File: src/lcc_pkg.sv
// ---------------------------------------------------------------------------
// lcc_pkg: shared types and constants for the 2D Lloyd clustering block
// Sizes, widths, config register indices, the sequencer state encoding and the divider request.
// ---------------------------------------------------------------------------
package lcc_pkg;

    localparam int MAX_POINTS   = 1024;
    localparam int MAX_CLUSTERS = 16;
    localparam int COORD_WIDTH  = 16;

    localparam int PADDR_W = $clog2(MAX_POINTS);
    localparam int PCNT_W  = $clog2(MAX_POINTS + 1);
    localparam int CIDX_W  = $clog2(MAX_CLUSTERS);
    localparam int CCNT_W  = $clog2(MAX_CLUSTERS + 1);
    localparam int SUM_W   = COORD_WIDTH + PCNT_W;
    localparam int DIST_W  = 2 * COORD_WIDTH + 2;

    localparam int CFG_IDX_W  = 1;
    localparam int CFG_DATA_W = 8;
    localparam logic [CFG_IDX_W-1:0] REG_CLUSTER_COUNT   = 1'd0;
    localparam logic [CFG_IDX_W-1:0] REG_ITERATION_COUNT = 1'd1;

    typedef enum logic [3:0] {
        ST_LOAD,
        ST_SEED,
        ST_ASSIGN,
        ST_ACCUM,
        ST_DIV_X,
        ST_DIV_Y,
        ST_DIV_WAIT,
        ST_DIV_WRITE,
        ST_EMIT
    } t_state;

    typedef struct packed {
        logic                   start;
        logic signed [SUM_W-1:0] dividend;
        logic [PCNT_W-1:0]      divisor;
    } t_div_req;

endpackage

File: src/lcc_divider.sv
// ---------------------------------------------------------------------------
// lcc_divider: sequential signed divider
// Restoring division, one quotient bit per cycle, truncates toward zero.
// ---------------------------------------------------------------------------
module lcc_divider (
    input  logic                                 i_clk,
    input  logic                                 i_rst_n,
    input  lcc_pkg::t_div_req                    i_req,
    output logic                                 o_done,
    output logic signed [lcc_pkg::SUM_W-1:0]     o_quotient
);

    localparam int W   = lcc_pkg::SUM_W;
    localparam int CW  = $clog2(W + 1);

    logic [W-1:0]            r_rem, n_rem;
    logic [W-1:0]            r_quo, n_quo;
    logic [W-1:0]            r_den;
    logic                    r_neg;
    logic [CW-1:0]           r_cnt;
    logic                    r_busy;
    logic                    r_done;
    logic [W:0]              w_trial;

    always_comb begin
        w_trial = {r_rem, r_quo[W-1]} - {1'b0, r_den};
        if (!w_trial[W]) begin
            n_rem = w_trial[W-1:0];
            n_quo = {r_quo[W-2:0], 1'b1};
        end else begin
            n_rem = {r_rem[W-2:0], r_quo[W-1]};
            n_quo = {r_quo[W-2:0], 1'b0};
        end
    end

    always_ff @(posedge i_clk) begin
        if (!i_rst_n) begin
            r_busy <= 1'b0;
            r_done <= 1'b0;
            r_cnt  <= '0;
        end else begin
            r_done <= 1'b0;
            if (i_req.start) begin
                r_busy <= 1'b1;
                r_cnt  <= CW'(W);
            end else if (r_busy) begin
                r_cnt <= r_cnt - 1'b1;
                if (r_cnt == CW'(1)) begin
                    r_busy <= 1'b0;
                    r_done <= 1'b1;
                end
            end
        end
    end

    always_ff @(posedge i_clk) begin
        if (i_req.start) begin
            r_neg <= i_req.dividend[W-1];
            r_quo <= i_req.dividend[W-1] ? W'(-i_req.dividend) : W'(i_req.dividend);
            r_rem <= '0;
            r_den <= (i_req.divisor == '0) ? W'(1) : W'(i_req.divisor);
        end else if (r_busy) begin
            r_rem <= n_rem;
            r_quo <= n_quo;
        end
    end

    assign o_done     = r_done;
    assign o_quotient = r_neg ? -$signed(r_quo) : $signed(r_quo);

endmodule

File: config.mk
export PLATFORM = sky130hd
export DESIGN_NAME = lcc_divider
export DESIGN_NICKNAME = d
export VERILOG_FILES = /design/src/lcc_pkg.sv /design/src/lcc_divider.sv
export SDC_FILE = /design/constraint.sdc
export NUM_CORES = 1
export LEC_CHECK = 0
export BUFFER_PORTS_ARGS = -buffer_cell sky130_fd_sc_hd__buf_2
export CAP_MARGIN = 20
export CELL_PAD_IN_SITES_DETAIL_PLACEMENT = 2
export CELL_PAD_IN_SITES_GLOBAL_PLACEMENT = 2
export CORE_ASPECT_RATIO = 0.8
export CORE_MARGIN = 10
export CORE_UTILIZATION = 32
export CTS_CLUSTER_SIZE = 8
export DETAILED_ROUTE_END_ITERATION = 8
export PLACE_DENSITY = 0.82
export SYNTH_ARGS = -nofsm -noshare
export SYNTH_HDL_FRONTEND = slang
export SYNTH_SLANG_ARGS = --single-unit
File: constraint.sdc
create_clock -name i_clk -period 2.67 [get_ports i_clk]
set_clock_uncertainty 0.05 [all_clocks]
set_input_delay 0.1335 -clock i_clk [delete_from_list [all_inputs] [get_ports i_clk]]
set_output_delay 0.1335 -clock i_clk [all_outputs]
set_load 0.03 [all_outputs]
==> results of run 1 <==
layout make-up:
class | instances | share of cell area, %
Inverter | 27 | 1.41
Tap cell | 189 | 3.28
Timing Repair Buffer | 176 | 18.7
Multi-Input combinational cell | 413 | 46.3
Clock inverter | 6 | 1.47
Sequential cell | 73 | 25.7
Clock buffer | 10 | 3.17
Yosys cell counts (all sizes together) (10+ instances only):
cell    count  area (µm²)
nor2       65         244
edfxtp     39        1170
nand2      38         143
xnor2      38         333
dfxtp      34         681
o21ai      31         155
xor2       31         272
clkbuf     30         113
a21oi      27         135
inv        27         101
a211oi     16         120
nor3       16        91.3
ha         15         188
nor4       14         115
mux2       11         124
nand3      10        50.1
what timing repair did:
action,CTS,global route
pin swaps,26,25
cloned,0,1
hold buffers,11,0
endpoints found under the setup margin,39,44
setup buffers,18,15
gates resized for setup,60,66
endpoints found under the hold margin,11,0
layer usage:
layer  vias to the layer above  GRT usage [%]  share of wire [%]
met3                        91           4.44                4.4
met2                       224           39.4                 53
li1                       2274              -                  -
met4                         0           8.65                5.3
met1                      2703           23.5                 37
met5                         -              0                  0
cells by family (layout without fill, tap and decap cells):
family | Yosys count | count (layout) | synth area share [%]
simple gates | 184 | 184 | 19.2
mux | 19 | 19 | 4.17
compound gates | 125 | 125 | 17.2
flops | 73 | 73 | 37.8
buf+inv | 61 | 219 | 5.01
xor+xnor | 69 | 69 | 12.3
fa+ha+maj | 16 | 16 | 4.24
worst min-delay path, stage by stage:
cell                     delay [ns]
sky130_fd_sc_hd__buf_2         0.08
sky130_fd_sc_hd__inv_1         0.12
sky130_fd_sc_hd__nor2_1        0.12
layout by cell type, fill, tap and decap left out, types with 9 or more instances in the layout:
cell | synthesis | final
sky130_fd_sc_hd__buf_2 | 1 | 55
sky130_fd_sc_hd__buf_6 | 1 | 19
sky130_fd_sc_hd__edfxtp_1 | 39 | 39
sky130_fd_sc_hd__xnor2_1 | 38 | 33
sky130_fd_sc_hd__a211oi_1 | 16 | 11
sky130_fd_sc_hd__dfxtp_1 | 34 | 34
sky130_fd_sc_hd__o21ai_1 | 15 | 12
sky130_fd_sc_hd__o21ai_0 | 16 | 15
sky130_fd_sc_hd__mux2_2 | 11 | 11
sky130_fd_sc_hd__nor3_1 | 15 | 13
sky130_fd_sc_hd__a21oi_1 | 27 | 23
sky130_fd_sc_hd__xor2_1 | 31 | 30
sky130_fd_sc_hd__dlygate4sd3_1 | 0 | 11
sky130_fd_sc_hd__buf_4 | 2 | 85
sky130_fd_sc_hd__nand2_1 | 38 | 35
sky130_fd_sc_hd__nor2_1 | 65 | 60
sky130_fd_sc_hd__clkbuf_16 | 0 | 9
sky130_fd_sc_hd__inv_1 | 27 | 23
sky130_fd_sc_hd__ha_1 | 15 | 12
per-stage QoR:
stage	hold slack, ns	cells	setup slack, ns
finish	0.0877	894	-0.525
global placement	0.274	834	-0.0670
CTS	0.0475	879	-0.172
detailed placement	0.278	834	-0.259
global route	0.0999	894	-0.608
floorplan	0.182	547	-0.0539
path summary, 6_finish.rpt:
check | slack, ns | end | startpoint
hold reg to reg | 0.46 | r_rem[2]$_SDFFE_PP0P_ | r_rem[2]$_SDFFE_PP0P_
setup / recovery | -0.52 | r_rem[9]$_SDFFE_PP0P_ | r_den[6]$_SDFFCE_PN0P_
setup reg to reg | -0.52 | r_rem[9]$_SDFFE_PP0P_ | r_den[6]$_SDFFCE_PN0P_
hold / removal | 0.09 | r_cnt[0]$_SDFFE_PN0P_ | i_rst_n
sequential cells by signal, indices dropped and copies added (netlist names):
register,count
o_done,1
r_neg,1
r_busy,1
r_quo,27
r_cnt,5
r_den,11
r_rem,27
report_power, final:
part           total (mW)  internal (mW)  switching (mW)
sequential           1.51           1.33           0.178
combinational        2.18          0.942            1.23
clock                1.44          0.909           0.528
total                5.12           3.18            1.94
==> flow_summary.json, run 1 <==
{
  "hpwl_um": 13800,
  "worst_setup_slack_final_ns": -0.525,
  "slew_viol_final": 0,
  "worst_ep_required_time_ns": 2.84,
  "fillerInstances": 1544,
  "groute.usage.overall_pct": 21.4,
  "cts.sink_count": 73,
  "synth.lib_cells_used.distinct": 58,
  "syn2layout_area_growth_pct": 47.3,
  "num_rows": 40,
  "critical_path.startpoint_type": "register",
  "fin_crit_sh_pct": 120,
  "grt_start_max_net_pins": 78,
  "dr_total_vias": 5292,
  "ys.flop_type": "sky130_fd_sc_hd__edfxtp_1",
  "multiInputGateArea_um2": 3340,
  "synth_seq_cells": 73,
  "timing.critical_path.cells": "inv_1 > ha_1 > a211oi_1 > nor3_1 > or3_4 > o31a_4 > buf_6 > nor2_4 > buf_6 > nand2_1 > a311oi_1",
  "critical_path_buf_inv_count": 3,
  "power_density_nw_per_um2": 710,
  "maxCapViolations": 0,
  "min_tclk_post_route_ns": 3.19,
  "grt_remaining_overflow": 0,
  "cp.depth": 11,
  "grt_antenna_before_repair": 0,
  "vias_per_cell": 5.92,
  "numCtsBuffers": 9,
  "total_power_mw": 5.12,
  "biggest_cell_delay_along_the_critical_path_ns": 0.44,
  "route.detailed.wl_per_inst_um": 28.9,
  "status": "finished with violations",
  "achievable-frequency_mhz": 313,
  "max-vdd-ir-drop_v": 0.000539,
  "endpoint_kind": "register",
  "synthesis.instances": 547,
  "violations": "setup timing",
  "dieWidth_um": 158,
  "timing_worst_slew_pin_value_ns": 0.963,
  "synth_enable_flop_cells": 39,
  "die_h_um": 131,
  "synth.yosys.seq_area_share_pct": 37.8,
  "synthesis.area_per_instance_um2": 8.95,
  "cp_common_cell": "sky130_fd_sc_hd__buf_6",
  "hold_viol": 0,
  "timing.max_slew.rel_slack_pct": 35.6,
  "stdcell_area_um2": 7210,
  "net_count_synth": 604,
  "timing.critical_path.arrival_ns": 3.37,
  "insertedDiodeCount": 0,
  "final_layout_size_suffix_gt1_share_pct": 38.6,
  "cellLeakagePower_nw": 2.89,
  "ff2ff_path_depth": 11,
  "clk_transition_reported_paths_ns": 0.06,
  "detail_route.wirelength_um": 25800,
  "grt_pass1_wl_um": 33700,
  "worstHoldPathCells": 3,
  "io-pin-count": 69,
  "grt_setup_unrepaired": "yes",
  "coreArea_um2": 15000,
  "fin_util_pct": 48.0,
  "floorplan.die_area_um2": 20700,
  "synthArstFlopShare_pct": 0,
  "synthesis.area_um2": 4890,
  "worst_hold_path_type": "primary input to register",
  "cts_tree": "built",
  "timing.setup.tns_ns": -10.56,
  "critical_path.slowest_cell": "sky130_fd_sc_hd__a211oi_1",
  "firstDrtPassIters": 5,
  "timing.final.setup_violations": 38,
  "root_buffer": "sky130_fd_sc_hd__clkbuf_16",
  "total_drc_errors_in_the_routed_layout": 0,
  "nets": 757,
  "clk_latency_ns": 0.36,
  "path_class": "register to register",
  "route.antenna.remaining_nets": 0,
  "first_global_vias": 5600,
  "seqCellArea_um2": 1850,
  "postPlaceCellArea_um2": 5920,
  "drt_iter0_drcs": 353,
  "io_buffer_count": 68,
  "ctsLongestPathBuffers": 2,
  "initial_utilization_pct": 32.6,
  "ys_warn_count": 0,
  "place_congestion": 0.877,
  "cts_htree_levels": 3,
  "crit_path_max_fanout": 6,
  "timing.critical_path.max_delay_family": "compound AO/OA/AOI/OAI gates"
}
Note: power is estimated with default switching activity, not from simulation.
==> run 2: changes to the inputs <==
- SETUP_SLACK_MARGIN: default -> 0.1
==> run 2 against run 1 <==
Effect of this change: the flow still finishes with violations (setup timing); combinational power grew 11%; sequential share of layout area fell by 1.0 points; worst setup slack lost 0.0097 ns.
==> flow_summary.json, run 2 (synthesized netlist as in run 1, its figures left out) <==
{
  "cts_tree": "built",
  "groute.usage.overall_pct": 25.1,
  "io-pin-count": 69,
  "status": "finished with violations",
  "clk_latency_ns": 0.37,
  "detail_route.wirelength_um": 29100,
  "layout_top_registers": "r_quo x27, r_rem x27, r_den x11",
  "route.detailed.wl_per_inst_um": 32.2,
  "final_layout_size_suffix_gt1_share_pct": 41.8,
  "grt_pass1_wl_um": 38600,
  "achievable-frequency_mhz": 312,
  "cts.sink_count": 73,
  "max-vdd-ir-drop_v": 0.000637,
  "timing_worst_slew_pin_value_ns": 0.931,
  "power.combinational.fraction_pct": 44.6,
  "dieWidth_um": 158,
  "worst_setup_timing_slack_at_the_placement_stage_ns": -0.297,
  "clock_power_share_pct": 27.4,
  "timing.rr.start": "r_den[10]$_SDFFCE_PN0P_",
  "root_buffer": "sky130_fd_sc_hd__clkbuf_16",
  "cts_htree_levels": 3,
  "timing.max_slew.rel_slack_pct": 37.7,
  "floorplan.die_area_um2": 20700,
  "worstHoldPathCells": 2,
  "timing.setup.tns_ns": -13.25,
  "initial_utilization_pct": 32.6,
  "drt_iter0_drcs": 391,
  "ff2ff_path_depth": 12,
  "timing.critical_path.arrival_ns": 3.45,
  "grt_setup_unrepaired": "yes",
  "min_tclk_post_route_ns": 3.20,
  "cellLeakagePower_nw": 3.01,
  "worst_ep_required_time_ns": 2.92,
  "firstDrtPassIters": 4,
  "ctsLongestPathBuffers": 2,
  "io_buffer_count": 68,
  "first_global_vias": 6006,
  "hpwl_um": 13400,
  "syn2layout_area_growth_pct": 53.3,
  "grt_antenna_before_repair": 1,
  "violations": "setup timing",
  "worstReg2RegEnd": "r_rem[0]$_SDFFE_PP0P_",
  "dr_total_vias": 5420,
  "total_drc_errors_in_the_routed_layout": 0,
  "endpoint_kind": "register",
  "power_density_nw_per_um2": 721,
  "route.antenna.remaining_nets": 0,
  "seqPwrFrac_pct": 28.0,
  "grt_start_max_net_pins": 54,
  "hold_path_startpoint": "i_req[0]",
  "intPower_mw": 3.25,
  "clk_transition_reported_paths_ns": 0.07,
  "slew_viol_final": 0,
  "die_h_um": 131,
  "path_class": "register to register",
  "vias_per_cell": 5.99,
  "hold_viol": 0,
  "crit_path_max_fanout": 6,
  "timing.final.setup_violations": 40,
  "num_rows": 40,
  "leading_cell_type_in_the_layout_fill_and_taps_excluded": "sky130_fd_sc_hd__buf_4",
  "power.net_switching_mw": 2.16,
  "worst_setup_slack_final_ns": -0.534,
  "critical_path.startpoint_type": "register",
  "nets": 767,
  "layout.cells.most_common_list": "sky130_fd_sc_hd__buf_4, sky130_fd_sc_hd__nor2_1, sky130_fd_sc_hd__buf_2",
  "numCtsBuffers": 9,
  "maxCapViolations": 0,
  "worst_hold_path_type": "primary input to register",
  "place_congestion": 0.848,
  "worst_hold_path.endpoint": "r_den[0]$_SDFFCE_PN1P_",
  "coreArea_um2": 15000,
  "reg2reg_setup_slack_ns": -0.53,
  "fin_crit_sh_pct": 120,
  "grt_remaining_overflow": 0,
  "power.switching_fraction_pct": 40.0
}
## run 2: cell types whose count changed in the layout (fill, tap and decap cells not counted), sizes merged
cell | previous run | this run
diode | 0 | 1
clkbuf | 11 | 10
buf | 164 | 176
clkinv | 2 | 3
dlygate4sd3 | 11 | 10
clkinvlp | 1 | 0
## run 2: per-stage QoR
stage          utilization, %  power [mW]  hold WS, ns  cells  instance area (µm²)
2_1_floorplan               -        2.47        0.182    547                 4980
3_3_place_gp             39.2        2.96        0.275    834                 5890
3_5_place_dp             39.2        3.06        0.277    834                 5890
4_1_cts                  46.8        4.91      0.00280    886                 7030
5_1_grt                  50.0        5.56       0.0286    905                 7510
6_report                 50.0        5.41       0.0213    905                 7510
## run 2: layout make-up
| class | instances | area, µm² |
|---|---|---|
| diodes | 1 | 2.50 |
| clock buffers | 10 | 229 |
| clock inverters | 6 | 106 |
| fillers | 1534 | 7510 |
| inverters | 27 | 101 |
| multi-input cells | 413 | 3520 |
| flip-flops and latches | 73 | 1850 |
| well taps | 189 | 236 |
| repair buffers | 186 | 1460 |
## run 2: power by group through the flow
stage                     clock [mW]  combinational (mW)  sequential, mW
after floorplan                    0                1.03            1.44
after global placement             0                1.50            1.46
final                           1.48                2.41            1.51
after global routing            1.53                2.51            1.52
after CTS                       1.44                1.99            1.48
after detailed placement           0                1.58            1.47
## run 2: worst max-delay path by stage
stage,start,end
finish,r_den[10]$_SDFFCE_PN0P_,r_rem[0]$_SDFFE_PP0P_
global route,r_quo[26]$_DFFE_PP_,r_rem[10]$_SDFFE_PP0P_
CTS,r_den[10]$_SDFFCE_PN0P_,r_rem[24]$_SDFFE_PP0P_
detailed placement,r_den[6]$_SDFFCE_PN0P_,r_rem[13]$_SDFFE_PP0P_
global placement,r_den[10]$_SDFFCE_PN0P_,r_rem[11]$_SDFFE_PP0P_
floorplan,r_den[10]$_SDFFCE_PN0P_,r_rem[12]$_SDFFE_PP0P_
## run 2: metal layers
| layer | GRT usage (%) | vias up | routed length, µm |
|---|---|---|---|
| met3 | 5.68 | 98 | 1410 |
| met5 | 0 | - | 0 |
| met2 | 44.3 | 235 | 14900 |
| li1 | - | 2298 | - |
| met1 | 27.0 | 2789 | 11200 |
| met4 | 15.6 | 0 | 1630 |
## run 2: timing repair
action                                 4_1_cts  5_1_grt
setup buffers                               26       23
pin swaps                                   42       28
setup endpoints to repair                   44       47
resized for setup                          110       60
hold buffers                                10        0
endpoints found under the hold margin       10        0
cloned                                       1        0
## run 2: critical path, cell delays in order, from the launching register on
cell and delay, ns:
sky130_fd_sc_hd__edfxtp_1 0.35, sky130_fd_sc_hd__inv_2 0.07, sky130_fd_sc_hd__ha_4 0.16, sky130_fd_sc_hd__or4_4 0.44, sky130_fd_sc_hd__or2_4 0.29, sky130_fd_sc_hd__or3_4 0.37, sky130_fd_sc_hd__o31a_4 0.34, sky130_fd_sc_hd__buf_4 0.16
sky130_fd_sc_hd__nor2_4 0.18, sky130_fd_sc_hd__buf_6 0.19, sky130_fd_sc_hd__buf_4 0.13, sky130_fd_sc_hd__mux2i_1 0.25, sky130_fd_sc_hd__a22o_1 0.17
==> run 3: changes to the inputs <==
- BUFFER_PORTS_ARGS: -buffer_cell sky130_fd_sc_hd__buf_2 -> default
- CORE_UTILIZATION: 32 -> 36
- DONT_BUFFER_PORTS: default -> 1
- PLACE_DENSITY: 0.82 -> 0.83
==> run 3 against run 2 <==
Effect of this change: the flow finishes with violations (hold timing, setup timing); register-to-register slack got worse by 0.07 ns; utilization rose by 3.4 points; final area down 4.3%; clock power shrank 7%; die area decreased by 9.6%; final cell count fell by 7.0%; critical path depth increased by 1; non-clock buffer count down 53; combinational power down 3%; wire length is 0.45% lower; first-iteration DRC count grew 62%; critical path type unchanged.
==> flow_summary.json, run 3 (synthesized netlist as in run 1, its figures left out) <==
{
  "syn2layout_area_growth_pct": 46.8,
  "worst_setup_slack_final_ns": -0.603,
  "io_buffer_count": 0,
  "worst_hold_path.endpoint": "r_quo[5]$_DFFE_PP_",
  "cts_tree": "built",
  "drt_iter0_drcs": 634,
  "worst_ep_required_time_ns": 2.85,
  "power.switching_fraction_pct": 40.2,
  "postPlaceCellArea_um2": 5640,
  "whs_ns": -0.0230,
  "timing.critical_path.cells": "inv_1 > ha_1 > o21ai_0 > nor3_1 > or3_4 > buf_4 > nor4_4 > buf_4 > buf_6 > nor2_1 > buf_6 > mux2i_1 > a211oi_1",
  "hold_path_startpoint": "i_req[38]",
  "worst_hold_path_type": "primary input to register",
  "num_rows": 38,
  "endpoint_kind": "register",
  "clk_latency_ns": 0.36,
  "timing.critical_path.arrival_ns": 3.45,
  "fin_crit_sh_pct": 123,
  "groute.usage.overall_pct": 26.1,
  "timing.final.setup_violations": 38,
  "critical_path.slowest_cell": "sky130_fd_sc_hd__or3_4",
  "vias_per_cell": 6.33,
  "leading_cell_type_in_the_layout_fill_and_taps_excluded": "sky130_fd_sc_hd__buf_4",
  "worstReg2RegEnd": "r_rem[4]$_SDFFE_PP0P_",
  "root_buffer": "sky130_fd_sc_hd__clkbuf_16",
  "timing.rr.start": "r_den[7]$_SDFFCE_PN0P_",
  "grt_start_max_net_pins": 55,
  "achievable-frequency_mhz": 306,
  "coreArea_um2": 13500,
  "instances_no_fill": 842,
  "power.net_switching_mw": 2.11,
  "ctsLongestPathBuffers": 2,
  "power.combinational.fraction_pct": 44.6,
  "initial_utilization_pct": 36.4,
  "hold_viol": 2,
  "maxCapViolations": 0,
  "power_density_nw_per_um2": 729,
  "dieWidth_um": 150,
  "firstDrtPassIters": 5,
  "total_drc_errors_in_the_routed_layout": 0,
  "timing_worst_slew_pin_value_ns": 0.700,
  "crit_path_max_fanout": 6,
  "timing.setup.tns_ns": -15.60,
  "route.antenna.remaining_nets": 0,
  "cp.depth": 13,
  "worst_setup_timing_slack_at_the_placement_stage_ns": -0.243,
  "grt_pass1_wl_um": 37500,
  "io-pin-count": 69,
  "final_layout_size_suffix_gt1_share_pct": 36.3,
  "dp.cells": 770,
  "detail_route.wirelength_um": 29000,
  "first_global_vias": 5813,
  "stdcell_area_um2": 7190,
  "insertedDiodeCount": 0,
  "ff2ff_path_depth": 13,
  "nets": 714,
  "gr-usage-met2_pct": 45.2,
  "path_class": "register to register",
  "layout_top_registers": "r_quo x27, r_rem x27, r_den x11",
  "numCtsBuffers": 9,
  "clk_transition_reported_paths_ns": 0.07,
  "clock_power_share_pct": 26.1,
  "globalRouteMet3Util_pct": 5.41,
  "fin_util_pct": 53.4,
  "worstHoldPathCells": 1,
  "critical_path.startpoint_type": "register",
  "cellLeakagePower_nw": 2.76,
  "grt_most_used_layer": "met2",
  "hpwl_um": 13300,
  "intPower_mw": 3.13,
  "slew_viol_final": 0,
  "grt_remaining_overflow": 0,
  "timing.critical_path.max_delay_family": "simple AND/OR/NAND/NOR gates",
  "max-vdd-ir-drop_v": 0.000426,
  "critical_path_buf_inv_count": 5,
  "place_congestion": 0.879,
  "use_met1_pct": 29.6,
  "layout.cells.most_common_list": "sky130_fd_sc_hd__buf_4, sky130_fd_sc_hd__nor2_1, sky130_fd_sc_hd__edfxtp_1",
  "cts.sink_count": 73,
  "reg2reg_setup_slack_ns": -0.60,
  "grt_antenna_before_repair": 0,
  "die_h_um": 124,
  "timing.max_slew.rel_slack_pct": 53.0,
  "grt_setup_unrepaired": "yes",
  "floorplan.die_area_um2": 18700,
  "status": "finished with violations",
  "cts_htree_levels": 3,
  "total_power_mw": 5.24,
  "route.detailed.wl_per_inst_um": 34.4,
  "biggest_cell_delay_along_the_critical_path_ns": 0.42,
  "min_tclk_post_route_ns": 3.27,
  "violations": "hold timing, setup timing",
  "seqPwrFrac_pct": 29.2,
  "dr_total_vias": 5331
}
run 3: cell count changes in the layout (fill, tap and decap cells not counted), sizes merged:
cell	change
bufinv	-1
buf	-59
clkinvlp	+2
dlygate4sd3	+6
diode	-1
clkinv	-1
run 3: how the worst max path moves through the flow:
| stage | endpoint | slack (ns) | from |
|---|---|---|---|
| 3_3_place_gp | r_rem[24]$_SDFFE_PP0P_ | -0.08 | r_den[10]$_SDFFCE_PN0P_ |
| 6_report | r_rem[4]$_SDFFE_PP0P_ | -0.60 | r_den[7]$_SDFFCE_PN0P_ |
| 4_1_cts | r_rem[24]$_SDFFE_PP0P_ | -0.28 | r_den[10]$_SDFFCE_PN0P_ |
| 5_1_grt | r_rem[4]$_SDFFE_PP0P_ | -0.74 | r_den[7]$_SDFFCE_PN0P_ |
| 3_5_place_dp | r_rem[22]$_SDFFE_PP0P_ | -0.24 | r_den[6]$_SDFFCE_PN0P_ |
| 2_1_floorplan | r_rem[12]$_SDFFE_PP0P_ | -0.05 | r_den[10]$_SDFFCE_PN0P_ |
run 3: what timing repair did:
action | in CTS | in global routing
gates cloned | 1 | 0
pin swaps | 34 | 30
hold buffers | 16 | 1
resized for setup | 89 | 55
setup endpoints to repair | 43 | 49
endpoints found under the hold margin | 65 | 2
setup buffers | 26 | 16
run 3: power groups by stage:
stage	registers (mW)	clock network [mW]	logic, mW
after CTS	1.48	1.32	1.94
after global routing	1.53	1.40	2.41
after global placement	1.47	0	1.44
after floorplan	1.44	0	1.03
final	1.53	1.37	2.34
after detailed placement	1.48	0	1.55
run 3: layer usage:
| layer | vias to the layer above | wire length (µm) |
|---|---|---|
| met5 | - | 0 |
| met2 | 323 | 14400 |
| met4 | 0 | 1750 |
| met1 | 2698 | 11100 |
| li1 | 2189 | - |
| met3 | 121 | 1830 |
run 3: layout make-up:
| cell class | count | area [µm²] |
|---|---|---|
| Clock inverter | 6 | 82.6 |
| Timing Repair Buffer | 133 | 1170 |
| Multi-Input combinational cell | 413 | 3530 |
| Tap cell | 180 | 225 |
| Inverter | 27 | 101 |
| Clock buffer | 10 | 229 |
| Sequential cell | 73 | 1850 |
| Fill cell | 1351 | 6270 |
